[config.mk]
export PLATFORM = sky130hd
export DESIGN_NAME = quoted_printable_decoder
export DESIGN_NICKNAME = d
export VERILOG_FILES = /design/src/rtl/qpd_pkg.sv /design/src/rtl/qpd_decode.sv /design/src/rtl/quoted_printable_decoder.sv
export SDC_FILE = /design/constraint.sdc
export NUM_CORES = 1
export LEC_CHECK = 0
export BUFFER_PORTS_ARGS = -buffer_cell sky130_fd_sc_hd__buf_2
export CAP_MARGIN = 25
export CORE_ASPECT_RATIO = 1.4
export CORE_MARGIN = 4
export CORE_UTILIZATION = 50
export CTS_BUF_LIST = sky130_fd_sc_hd__clkbuf_8
export DETAILED_ROUTE_END_ITERATION = 8
export MAX_ROUTING_LAYER = met4
export PLACE_DENSITY = 0.74
export SLEW_MARGIN = 20
export SYNTH_ARGS = -nofsm -noshare
export SYNTH_HDL_FRONTEND = slang
export SYNTH_SLANG_ARGS = --single-unit
[constraint.sdc]
create_clock -name clk -period 5.3 [get_ports clk]
set_input_delay 0.53 -clock clk [delete_from_list [all_inputs] [get_ports clk]]
set_output_delay 0.53 -clock clk [all_outputs]
set_load 0.05 [all_outputs]
[src/rtl/qpd_pkg.sv]
package qpd_pkg;

    localparam logic [7:0] CH_EQUAL      = 8'h3D;
    localparam logic [7:0] CH_UNDERSCORE = 8'h5F;
    localparam logic [7:0] CH_SPACE      = 8'h20;
    localparam logic [7:0] CH_CR         = 8'h0D;
    localparam logic [7:0] CH_LF         = 8'h0A;

    localparam int RES_PER_ITEM = 3;
    localparam int QUEUE_DEPTH  = 4;

    typedef struct packed {
        logic [7:0] in_byte;
        logic       in_last;
    } qpd_in_t;

    typedef struct packed {
        logic [7:0] out_byte;
        logic       out_valid;
        logic       out_last;
    } qpd_out_t;

    // results produced by one input transaction
    typedef struct packed {
        logic [1:0]                       count;
        qpd_out_t [RES_PER_ITEM-1:0]      items;
    } qpd_res_t;

endpackage

[src/rtl/qpd_decode.sv]
module qpd_decode (
    input  logic            clk,
    input  logic            rst_n,
    input  logic            accept,
    input  qpd_pkg::qpd_in_t  in_data,
    input  logic            underscore_as_space,
    output qpd_pkg::qpd_res_t res
);
    import qpd_pkg::*;

    logic       equal_held_reg, equal_held_next;
    logic       second_held_reg, second_held_next;
    logic [7:0] held_char_reg, held_char_next;

    function automatic logic [4:0] hex_nib(input logic [7:0] c);
        logic [4:0] r;
        r = 5'd0;
        if (c >= 8'h30 && c <= 8'h39)
            r = {1'b1, 4'(c - 8'h30)};
        else if (c >= 8'h41 && c <= 8'h46)
            r = {1'b1, 4'(c - 8'h41 + 8'd10)};
        else if (c >= 8'h61 && c <= 8'h66)
            r = {1'b1, 4'(c - 8'h61 + 8'd10)};
        return r;
    endfunction

    logic [7:0]               c;
    logic [4:0]               cx;
    logic [4:0]               hx;
    logic                     do_plain;
    logic [1:0]               n;
    qpd_out_t [RES_PER_ITEM-1:0] items;

    always_comb
    begin
        c                = in_data.in_byte;
        cx               = hex_nib(c);
        hx               = hex_nib(held_char_reg);
        equal_held_next  = equal_held_reg;
        second_held_next = second_held_reg;
        held_char_next   = held_char_reg;
        do_plain         = 1'b0;
        n                = 2'd0;
        items            = '0;

        if (!equal_held_reg)
        begin
            do_plain = 1'b1;
        end
        else if (!second_held_reg)
        begin
            if (c == CH_LF)
            begin
                equal_held_next = 1'b0;
            end
            else if (cx[4] || c == CH_CR)
            begin
                second_held_next = 1'b1;
                held_char_next   = c;
            end
            else
            begin
                equal_held_next = 1'b0;
                items[n]        = '{out_byte: CH_EQUAL, out_valid: 1'b1, out_last: 1'b0};
                n               = n + 2'd1;
                do_plain        = 1'b1;
            end
        end
        else
        begin
            equal_held_next  = 1'b0;
            second_held_next = 1'b0;
            if (held_char_reg == CH_CR && c == CH_LF)
            begin
                // soft line break
            end
            else if (hx[4] && cx[4])
            begin
                items[n] = '{out_byte: {hx[3:0], cx[3:0]}, out_valid: 1'b1, out_last: 1'b0};
                n        = n + 2'd1;
            end
            else
            begin
                items[n] = '{out_byte: CH_EQUAL, out_valid: 1'b1, out_last: 1'b0};
                n        = n + 2'd1;
                items[n] = '{out_byte: held_char_reg, out_valid: 1'b1, out_last: 1'b0};
                n        = n + 2'd1;
                do_plain = 1'b1;
            end
        end

        if (do_plain)
        begin
            if (c == CH_EQUAL)
            begin
                equal_held_next  = 1'b1;
                second_held_next = 1'b0;
            end
            else
            begin
                items[n].out_byte  = (underscore_as_space && c == CH_UNDERSCORE) ? CH_SPACE : c;
                items[n].out_valid = 1'b1;
                items[n].out_last  = 1'b0;
                n                  = n + 2'd1;
            end
        end

        // end of stream: flush held characters literally and mark the last result
        if (in_data.in_last)
        begin
            if (equal_held_next)
            begin
                items[n] = '{out_byte: CH_EQUAL, out_valid: 1'b1, out_last: 1'b0};
                n        = n + 2'd1;
                if (second_held_next)
                begin
                    items[n] = '{out_byte: held_char_next, out_valid: 1'b1, out_last: 1'b0};
                    n        = n + 2'd1;
                end
            end
            equal_held_next  = 1'b0;
            second_held_next = 1'b0;
            held_char_next   = 8'd0;
            if (n == 2'd0)
            begin
                items[0] = '{out_byte: 8'd0, out_valid: 1'b0, out_last: 1'b1};
                n        = 2'd1;
            end
            else
            begin
                items[2'(n - 2'd1)].out_last = 1'b1;
            end
        end

        res.count = n;
        res.items = items;
    end

    always_ff @(posedge clk or negedge rst_n)
    begin
        if (!rst_n)
        begin
            equal_held_reg  <= 1'b0;
            second_held_reg <= 1'b0;
            held_char_reg   <= 8'd0;
        end
        else if (accept)
        begin
            equal_held_reg  <= equal_held_next;
            second_held_reg <= second_held_next;
            held_char_reg   <= held_char_next;
        end
    end

endmodule

[src/rtl/quoted_printable_decoder.sv]
// a result is written into the result queue register when its input transaction is accepted
// throughput: one input transaction per cycle while each gives at most one result and results are taken
// an input giving two or three results sends them out one at a time
// through a four-entry result queue; input ready whenever at most one result waits
// reset (rst_n, asynchronous, active low) clears held characters, the queue and the mode bit
module quoted_printable_decoder (
    input  logic              clk,
    input  logic              rst_n,
    input  logic              cfg_wr_en,
    input  logic              cfg_wr_data,
    input  logic              in_valid,
    output logic              in_ready,
    input  qpd_pkg::qpd_in_t  in_data,
    output logic              res_valid,
    input  logic              res_ready,
    output qpd_pkg::qpd_out_t res_data
);
    import qpd_pkg::*;

    logic     underscore_reg;
    qpd_out_t [QUEUE_DEPTH-1:0] q_reg, q_next;
    logic [2:0] count_reg, count_next;

    logic     accept;
    logic     pop;
    logic [2:0] base;
    logic [1:0] push_n;
    qpd_res_t res;

    assign in_ready  = (count_reg <= 3'd1);
    assign accept    = in_valid && in_ready;
    assign res_valid = (count_reg != 3'd0);
    assign pop       = res_valid && res_ready;
    assign res_data  = q_reg[0];

    qpd_decode u_decode (
        .clk                 (clk),
        .rst_n               (rst_n),
        .accept              (accept),
        .in_data             (in_data),
        .underscore_as_space (underscore_reg),
        .res                 (res)
    );

    always_comb
    begin
        push_n = accept ? res.count : 2'd0;
        base   = count_reg - {2'd0, pop};
        for (int i = 0; i < QUEUE_DEPTH; i++)
        begin
            if (pop && i < QUEUE_DEPTH - 1)
                q_next[i] = q_reg[i + 1];
            else
                q_next[i] = q_reg[i];
        end
        for (int k = 0; k < RES_PER_ITEM; k++)
        begin
            if (2'(k) < push_n)
                q_next[2'(base + 3'(k))] = res.items[k];
        end
        count_next = base + {1'b0, push_n};
    end

    always_ff @(posedge clk or negedge rst_n)
    begin
        if (!rst_n)
        begin
            underscore_reg <= 1'b0;
            count_reg      <= 3'd0;
            q_reg          <= '0;
        end
        else
        begin
            if (cfg_wr_en)
                underscore_reg <= cfg_wr_data;
            count_reg <= count_next;
            q_reg     <= q_next;
        end
    end

endmodule

==> results of run 1 <==
power breakdown:
part | switching [W] | total [W] | internal, W
combinational | 0.000580 | 0.000888 | 0.000308
sequential | 0.0000725 | 0.000629 | 0.000557
clock | 0.000157 | 0.000301 | 0.000144
timing repair:
| action | 4_1_cts | 5_1_grt |
|---|---|---|
| endpoints found under the setup margin | 0 | 28 |
| gates resized for setup | 0 | 6 |
| setup buffers | 0 | 2 |
worst paths after layout:
check | slack (ns) | cells after the start | to | start
worst max register to register | 0.29 | 22 | count_reg[2] | u_decode.held_char_reg[0]
min in group clk | 0.43 | 2 | underscore_reg | cfg_wr_data
worst min register to register | 0.49 | 1 | count_reg[2] | count_reg[2]
max in group asynchronous | 4.48 | 2 | q_reg[34] | rst_n
worst min-delay path | 0.33 | 2 | res_data[0] | rst_n
worst max-delay path | 0.29 | 22 | count_reg[2] | u_decode.held_char_reg[0]
layer usage:
layer,global-route usage,wire length [um],vias to the layer above
met3,0.02356,912,73
met4,0.1724,862,0
met2,0.5304,8279,274
met5,-,0,-
met1,0.3324,6262,2461
li1,-,-,2356
through the flow:
step	cells	total power [W]
after global placement	744	0.001488
after floorplan	623	0.001329
after global routing	755	0.001934
after CTS	753	0.001815
final	755	0.001818
after detailed placement	745	0.001512
worst max-delay path: cells and delay by family (launching register included):
family                     cells  cell delay [ns]
AOI/OAI and AO/OA              8             2.07
buffers and inverters          3             0.46
DFF                            1             0.51
xor gates and xnor gates       2             0.32
and+or+nand+nor                5             0.54
adders and majority gates      4             1.05
Yosys cell counts, types with 16 or more instances:
library cell  instances
clkbuf_1             26
nand2_1             123
ha_1                 19
and3_1               20
o21ai_0              27
inv_1                16
o22ai_1              21
a21oi_1              32
nor2_1               41
a31oi_1              17
a22oi_1              17
nand3_1              29
dfrtp_1              54
kinds of logic (layout without fill, tap and decap cells):
| group | Yosys count | after routing | synth area share |
|---|---|---|---|
| flops | 54 | 54 | 0.2821 |
| simple gates | 262 | 262 | 0.2594 |
| xor+xnor | 7 | 7 | 0.01437 |
| mux | 3 | 3 | 0.006531 |
| compound gates | 215 | 215 | 0.3232 |
| buf+inv | 62 | 84 | 0.06060 |
| fa+ha+maj | 20 | 20 | 0.05381 |
cell type report:
class / count / area share
Timing Repair Buffer: 57 / 0.06921
Inverter: 19 / 0.01370
Sequential cell: 54 / 0.2596
Tap cell: 110 / 0.02644
Multi-Input combinational cell: 507 / 0.6085
Clock buffer: 5 / 0.01322
Clock inverter: 3 / 0.009373
==> results.md, run 1 <==
- Post-synth cell types: 80
- Critical Path Slowest Stage Cell: dfrtp_1
- Post-DRT Antenna Nets: 0
- Final hold vios: 0
- Hold WS: 0.3281 ns
- Post-Layout Inst Area: 5206 um^2
- Final #Nets: 679
- Worst-Margin Slew: 0.7255 ns
- Num rows: 42
- Final Setup Violations: 0
- Port Buffers: 26
- Slew HR: 0.5163
- Fraction of layout cells with a size suffix above 1: 0.1473
- WL final: 16320 um
- Syn Area/Cell: 7.688 um^2
- Final Wtd Congestion: 1.014
- Clock transition at path regs: 0.11 ns
- Crit Path Category: reg2reg
- Die Footprint: 11230 um^2
- Max IR drop VDD: 0.1506 mV
- Fmax achieved: 199.5 MHz
- Yosys warns: 0
- Gr ovfl total: 0
- Total of max-cap violations: 0
- IO Pins: 27
- PD cells: 349.2 nW/um^2
- Crit path launch type: flip-flop
- Largest net degree at the start of global routing: 55
- Bufs on Longest Clock Path: 2
- Share of the yosys chip area belonging to registers: 0.2821
- Final Util: 0.5535
- Vias in the first global route: 5031
- Final WS setup: 0.2868 ns
- Most common cell after layout, fill and taps aside: nand2_1
- Status: completed
- First-pass GRT wire length: 25910 um
- Layout Skew: 0.008829 ns
- Initial core utilization: 0.5092
- Starting DRT DRC Count: 471
- WP data arrival: 5.27 ns
- Synthesis-to-finish area growth: 8.699%
- Root Driver: clkbuf_8
- Die Span Y: 123.8 um
- Via Count: 5164
- Syn_nets: 658
- Mapped Area: 4790 um^2
- Register area: 1351 um^2
- Initial DRT Pass Iterations: 6
- Sink Count: 54
- Cell repeated most along the worst path: ha_1
- Leakage: 2.202 nW
- Aggregate global-route resource usage: 0.2988
- CTS tree: yes
- # fillers: 915
- Crit Path Max Fanout: 10
- Crit path largest cell delay: 0.51 ns
- Post-DP Area: 5059 um^2
- Asr flop ratio synth: 1.000
- Number of H-tree branching levels: 2
- Dominant cell type by area after synthesis: dfrtp_1
- Post-synth EDFFs: 0
- Post-synth top flop: dfrtp_1
- Leading post-synthesis cells by cell area: dfrtp_1, nand2_1, ha_1, a21oi_1, nor2_1
- Multi-input gate area: 3168 um^2
- Worst Hold Class: in2async
- Initial antenna violation count: 0
- Max reg flops: 30
- CTS buffer count: 5
- Top cell type's share of synthesized area: 0.2821
- Critical Path End Type: flip-flop
- Cells after Synth: 623
- Final period utilization: 0.9459
- Fin. max-slew vios: 0
- Post-DP HPWL: 12320 um
- Yosys reg bits: 54
- Commonest cells after routing, fill and taps aside: nand2_1, dfrtp_1, nor2_1, a21oi_1, buf_4
- Die width: 90.72 um
- Critical Path RT: 5.56 ns
- DRC Markers: 0
- Core footprint: 9407 um^2
- Setup TNS Final: 0 ns
- CTS Hold Buffers Added: 0
- Crit path time final: 5.013 ns
- ANT cells: 0
- Crit-path cells: inv_1 > ha_1 > o21bai_1 > a2111oi_2 > a21oi_1 > o32a_1 > ha_1 > o21ai_0 > a31oi_1 > inv_1 > nand2_1 > ha_1 > nand3_1 > nand2_1 > and3_1 > o21ai_1 > o211a_2 > nor2_1 > inv_2 > fa_1 > xor2_1 > xnor2_1
- Drt wl/cell: 21.61 um
- Vias per cell: 6.840
- Post-place setup slack: 0.04154 ns
- Clock latency on the worst-skew pair: 0.33 ns
Note: power is estimated with default switching activity, not from simulation.
==> run 2, diff against run 1 <==
CORE_ASPECT_RATIO = 1.1   (was 1.4)
==> results.md, run 2 (same netlist as run 1, synthesis figures left out) <==
- Critical Path Slowest Stage Cell: or4b_2
- Leakage: 2.154 nW (-2.2%)
- Final Setup Violations: 0 (unchanged)
- Met2 wire len: 7821 um (-5.5%)
- Final #Nets: 672 (-1.0%)
- Unrepaired setup endpoints after global routing: no
- Pwr Total: 0.001771 W (-2.6%)
- Num rows: 37 (-12%)
- Final Util: 0.5526 (-0.0008900)
- Crit path largest cell delay: 0.69 ns (+0.18 ns)
- WP data arrival: 5.19 ns (-0.08 ns)
- Critical Path End Type: flip-flop
- Vias in the first global route: 5007 (-0.48%)
- CP bufs+invs: 3 (unchanged)
- Post-DP Area: 5037 um^2 (-0.42%)
- Largest net degree at the start of global routing: 55 (unchanged)
- First-pass GRT wire length: 26570 um (+2.5%)
- Final period utilization: 0.9340 (-0.01186)
- Aggregate global-route resource usage: 0.3020 (+0.003208)
- Die width: 101.3 um (+12%)
- Crit Path Max Fanout: 8 (-2)
- Internal: 0.0009572 W (-5.1%)
- Fraction of layout cells with a size suffix above 1: 0.1411 (-0.006221)
- Post-DRT Antenna Nets: 0 (unchanged)
- Final hold vios: 0 (unchanged)
- Top delay family on crit path: compound AO/OA/AOI/OAI gates
- Via Count: 5041 (-2.4%)
- Clock transition at path regs: 0.11 ns (about the same)
- Crit path time final: 4.950 ns (-0.06286 ns)
- Top sig layer: met4
- Logic gate share of total power: 0.501 (+0.013)
- Vias per cell: 6.677 (-2.4%)
- CTS tree: yes
- Sw Ratio: 0.4596 (+0.01438)
- Metal3 WL: 1088 um (+19%)
- Core footprint: 9351 um^2 (-0.59%)
- Drt wl/cell: 21.28 um (-1.6%)
- Max reg flops: 30 (unchanged)
- Final Wtd Congestion: 0.9796 (-3.4%)
- PD cells: 342.8 nW/um^2 (-1.8%)
- Buffer count from post-CTS setup fixing: 0 (unchanged)
- Slew HR: 0.3860 (-0.1303)
- Crit path launch type: flip-flop
- R2r setup slk: 0.35 ns (+0.06 ns)
- Fmax achieved: 202.0 MHz (+1.3%)
- Clk pwr share: 0.142 (-0.024)
- Number of H-tree branching levels: 2 (unchanged)
- Die Span Y: 110.7 um (-11%)
- Flop pwr share: 0.357 (+0.011)
- Synthesis-to-finish area growth: 7.889%
- Crit path depth: 21 (-4.5%)
- Max IR drop VDD: 0.1470 mV (-2.4%)
- IO Pins: 27 (unchanged)
- Crit-path cells: or4b_2 > a21oi_1 > a21oi_2 > o32a_1 > ha_1 > o21ai_0 > a31oi_1 > inv_1 > nand2_1 > ha_1 > nand3_1 > nand2_1 > o21ai_1 > a21boi_4 > nand2_1 > inv_1 > ha_1 > inv_1 > fa_1 > xor2_1 > xnor2_1
- Initial core utilization: 0.5122 (+0.002998)
- Status: completed
- Setup TNS Final: 0 ns (unchanged)
- Worst r2r path cells: 21 (-4.5%)
- Fin. max-slew vios: 0 (unchanged)
- CTS buffer count: 5 (unchanged)
- Worst Hold Class: in2async
- Most common cell after layout, fill and taps aside: nand2_1
- Starting DRT DRC Count: 350 (-26%)
- Die Footprint: 11210 um^2 (-0.18%)
- Hold WS: 0.3304 ns (+0.002303 ns)
- Post-DP HPWL: 12280 um (-0.28%)
- DRC Markers: 0 (unchanged)
- Initial antenna violation count: 0 (unchanged)
- Sink Count: 54 (unchanged)
- Psw: 0.0008140 W (+0.57%)
- Bufs on Longest Clock Path: 2 (unchanged)
- Worst-Margin Slew: 0.9200 ns (+0.1945 ns)
- Layout Skew: 0.01113 ns (+0.002301 ns)
- Clock latency on the worst-skew pair: 0.33 ns (about the same)
- Crit Path Category: reg2reg
- DRT met1 WL: 6500 um (+3.8%)
- Commonest cells after routing, fill and taps aside: nand2_1, dfrtp_1, nor2_1, a21oi_1, nand3_1
- Post-Layout Inst Area: 5167 um^2 (-0.74%)
- Total of max-cap violations: 0 (unchanged)
- Port Buffers: 26 (unchanged)
- Critical Path RT: 5.54 ns (-0.02 ns)
- Gr ovfl total: 0 (unchanged)
- WL final: 16060 um (-1.6%)
- ANT cells: 0 (unchanged)
- Root Driver: clkbuf_8
- Initial DRT Pass Iterations: 5 (-1)
run 2: cell count changes in the layout (fill, tap and decap cells not counted), sizes merged:
cell and change:
buf -7, clkinvlp +1, bufinv -1
run 2: timing repair:
action	CTS	global route
setup endpoints to repair	0	42
endpoints found under the hold margin	0	0
resized for setup	0	7
hold buffers	0	0
run 2: through the flow:
stage	worst slack [ns]	cells
2_1_floorplan	0.2846	623
3_3_place_gp	0.2410	747
3_5_place_dp	0.003650	747
4_1_cts	0.1439	755
5_1_grt	0.004154	755
6_report	0.3497	755
run 2: worst paths after layout:
| path | start | end |
|---|---|---|
| max | u_decode.held_char_reg[3] | count_reg[2] |
| min | rst_n | q_reg[21] |
| max reg2reg | u_decode.held_char_reg[3] | count_reg[2] |
| min reg2reg | count_reg[2] | count_reg[2] |
| max in group asynchronous | rst_n | q_reg[35] |
| min in group clk | cfg_wr_data | underscore_reg |
run 2: final cells by class:
cell class | count | area, um^2
fill | 922 | 4184
inverter | 19 | 71.32
clock inverter | 3 | 23.77
multi-input combinational | 507 | 3196
timing repair buffer | 50 | 310.3
sequential | 54 | 1351
tap | 117 | 146.4
clock buffer | 5 | 68.82
run 2: layer usage:
metal,vias up,GRT usage
li1,2354,-
met4,0,0.1285
met3,54,0.03524
met5,-,-
met2,259,0.4856
met1,2374,0.3807
run 2: power groups by stage:
stage | registers, W | clock network, W | logic [W]
after floorplan | 0.000618 | 0 | 0.000712
after global placement | 0.000634 | 0 | 0.000858
after detailed placement | 0.000640 | 0 | 0.000875
after CTS | 0.000631 | 0.000255 | 0.000880
final | 0.000632 | 0.000252 | 0.000887
after global routing | 0.000650 | 0.000268 | 0.000975
==> run 3, diff against run 2 <==
ABC_AREA = 1   (was not set)
CAP_MARGIN = 0   (was 25)
RECOVER_POWER = 100   (was not set)
==> results.md, run 3 <==
- WL final: 16490 um (+2.6%)
- Crit Path Category: reg2reg
- Crit-path cells: inv_1 > ha_1 > o21ai_1 > nand2_1 > nand2_1 > nand2_1 > nand2_1 > nand2_2 > nand3_4 > ha_1 > or2_2 > nand2_1 > nor2_1 > ha_1 > a21oi_1 > nand2_1 > nand3_4 > o21bai_4 > clkbuf_2 > nor2_4 > inv_1 > nor2_1 > a21oi_2
- Final Setup Violations: 0 (unchanged)
- Initial antenna violation count: 0 (unchanged)
- Worst R2R End: q_reg[28]
- Sink Count: 54 (unchanged)
- Critical Path Slowest Stage Cell: clkbuf_2
- Count leader, synth: nand2_1
- Largest net degree at the start of global routing: 55 (unchanged)
- Final Util: 0.5226 (-0.03000)
- Worst r2r path cells: 23 (+9.5%)
- Clock latency on the worst-skew pair: 0.33 ns (about the same)
- Vias in the first global route: 5387 (+7.6%)
- CTS buffer count: 5 (unchanged)
- Drt wl/cell: 16.26 um (-24%)
- Buffer count from post-CTS setup fixing: 0 (unchanged)
- Mapped Area: 5834 um^2 (+22%)
- Top cell type's share of synthesized area: 0.2316 (-0.05052)
- Worst r2r src: u_decode.held_char_reg[0]
- Final #Nets: 898 (+34%)
- Worst-Margin Slew: 3.185 ns (+2.265 ns)
- Leading post-synthesis cells by cell area: dfrtp_1, nand2_1, a21oi_2, nand3_1, inv_1
- Cells after Synth: 862 (+38%)
- Status: finished with violations
- Commonest cells after routing, fill and taps aside: nand2_1, nand3_1, inv_1, nor2_1, a21oi_2
- Unrepaired setup endpoints after global routing: no
- Final period utilization: 0.8913 (-0.04274)
- Core footprint: 11440 um^2 (+22%)
- Worst Hold Class: in2reg
- WP data arrival: 4.98 ns (-0.21 ns)
- Initial core utilization: 0.5100 (-0.002168)
- Yosys reg bits: 54 (unchanged)
- Die Span Y: 121.3 um (+9.6%)
- Critical Path End Type: flip-flop
- Syn Area/Cell: 6.768 um^2 (-12%)
- Clock transition at path regs: 0.11 ns (about the same)
- Share of the yosys chip area belonging to registers: 0.2316 (-0.05052)
- Aggregate global-route resource usage: 0.2547 (-0.04734)
- Num rows: 41 (+11%)
- Root Driver: clkbuf_8
- R2r setup slk: 0.58 ns (+0.23 ns)
- Post-cts sizing count: 0 (unchanged)
- Post-synth top flop: dfrtp_1
- IO Pins: 27 (unchanged)
- Die width: 111.0 um (+9.5%)
- Max reg flops: 30 (unchanged)
- Slew HR: -1.124 (-1.510)
- Syn_nets: 897 (+36%)
- Post-DRT Antenna Nets: 0 (unchanged)
- Register area: 1351 um^2 (unchanged)
- Failing checks: capacitance limit, slew limit
- Die Footprint: 13460 um^2 (+20%)
- Via Count: 5532 (+9.7%)
- Most common cell after layout, fill and taps aside: nand2_1
- Post-synth top cells: nand2_1, nand3_1, inv_1
- Fin. max-slew vios: 55 (+55)
- Vias per cell: 5.456 (-18%)
- Start point of the critical path: u_decode.held_char_reg[0]
- Multi-input gate area: 3815 um^2 (+19%)
- Number of H-tree branching levels: 2 (unchanged)
- # fillers: 1163 (+26%)
- Starting DRT DRC Count: 412 (+18%)
- First-pass GRT wire length: 27130 um (+2.1%)
- Crit path time final: 4.724 ns (-0.2265 ns)
- Post-synth cell types: 45 (-44%)
- Max IR drop VDD: 0.1964 mV (+34%)
- Fraction of layout cells with a size suffix above 1: 0.1725 (+0.03139)
- Synthesis-to-finish area growth: 2.466%
- PD cells: 417.2 nW/um^2 (+22%)
- Leakage: 3.164 nW (+47%)
- Setup TNS Final: 0 ns (unchanged)
- Final Wtd Congestion: 0.9750 (-0.47%)
- Cell repeated most along the worst path: nand2_1
- Post-DP HPWL: 13070 um (+6.4%)
- Yosys warns: 0 (unchanged)
- ANT cells: 0 (unchanged)
- Asr flop ratio synth: 1.000 (unchanged)
- Bufs on Longest Clock Path: 2 (unchanged)
- Dominant cell type by area after synthesis: dfrtp_1
- CTS tree: yes
- DRC Markers: 0 (unchanged)
- Total of max-cap violations: 1 (+1)
- Layout Skew: 0.01135 ns (+0.0002217 ns)
- Fmax achieved: 211.7 MHz (+4.8%)
- Crit path largest cell delay: 0.47 ns (-0.22 ns)
- Gr ovfl total: 0 (unchanged)
- CTS Hold Buffers Added: 0 (unchanged)
- Crit Path Max Fanout: 13 (+5)
- Final hold vios: 0 (unchanged)
- Port Buffers: 26 (unchanged)
- Crit path launch type: flip-flop
- Setup crit end: q_reg[28]
- Critical Path RT: 5.56 ns (+0.02 ns)
- Post-synth EDFFs: 0 (unchanged)
- Pwr Total: 0.002494 W (+41%)
- Initial DRT Pass Iterations: 7 (+2)
[run 3: how the worst min path moves through the flow]
stage / start / to / slack [ns] / cells after the start
floorplan: rst_n / count_reg[0] / 0.23 / 0
global placement: count_reg[2] / count_reg[2] / 0.46 / 1
detailed placement: count_reg[2] / count_reg[2] / 0.46 / 1
CTS: rst_n / u_decode.held_char_reg[2] / 0.37 / 2
global route: cfg_wr_en / underscore_reg / 0.41 / 2
finish: cfg_wr_en / underscore_reg / 0.40 / 2
[run 3: worst max-delay path, delay by kind of cell, from the launching register on]
family	cells	cell delay, ns
buffers and inverters	3	0.91
AO/OA/AOI/OAI	4	0.71
adder cells (fa/ha/maj)	3	0.75
AND/OR/NAND/NOR	13	1.80
flip-flops	1	0.45
[run 3: final cells by class]
type / count / share of cell area
Clock buffer: 5 / 0.01151
Inverter: 92 / 0.05797
Sequential cell: 54 / 0.2260
Timing Repair Buffer: 33 / 0.02700
Clock inverter: 3 / 0.007953
Multi-Input combinational cell: 677 / 0.6381
Tap cell: 150 / 0.03139
[run 3: power by group]
group          total, W  internal, W  switching, W
combinational   0.00150     0.000485       0.00102
clock          0.000299     0.000144      0.000155
sequential     0.000694     0.000587      0.000107
[run 3: per-stage QoR]
| step | std cells | hold WS, ns | cell area [um^2] | setup slack, ns |
|---|---|---|---|---|
| 2_1_floorplan | 862 | 0.2344 | 5834 | 1.199 |
| 3_3_place_gp | 1006 | 0.4550 | 5937 | 0.8381 |
| 3_5_place_dp | 1006 | 0.4622 | 5937 | 0.7409 |
| 4_1_cts | 1014 | 0.3660 | 6053 | 0.8601 |
| 5_1_grt | 1014 | 0.4051 | 5978 | 0.2948 |
| 6_report | 1014 | 0.3978 | 5978 | 0.5762 |
[run 3: kinds of logic after synthesis]
family | after synthesis | synth area share
AND/OR/NAND/NOR | 490 | 0.4100
AO/OA/AOI/OAI | 147 | 0.1759
buffers and inverters | 131 | 0.1053
flip-flops | 54 | 0.2316
adder cells (fa/ha/maj) | 20 | 0.04418
multiplexers | 14 | 0.02402
XOR/XNOR | 6 | 0.009007
[run 3: metal layers]
metal | track usage | vias up | wire length (um)
li1 | - | 2798 | -
met1 | 0.3000 | 2482 | 6641
met2 | 0.4435 | 204 | 8205
met3 | 0.02793 | 48 | 961
met4 | 0.1093 | 0 | 678
met5 | - | - | 0
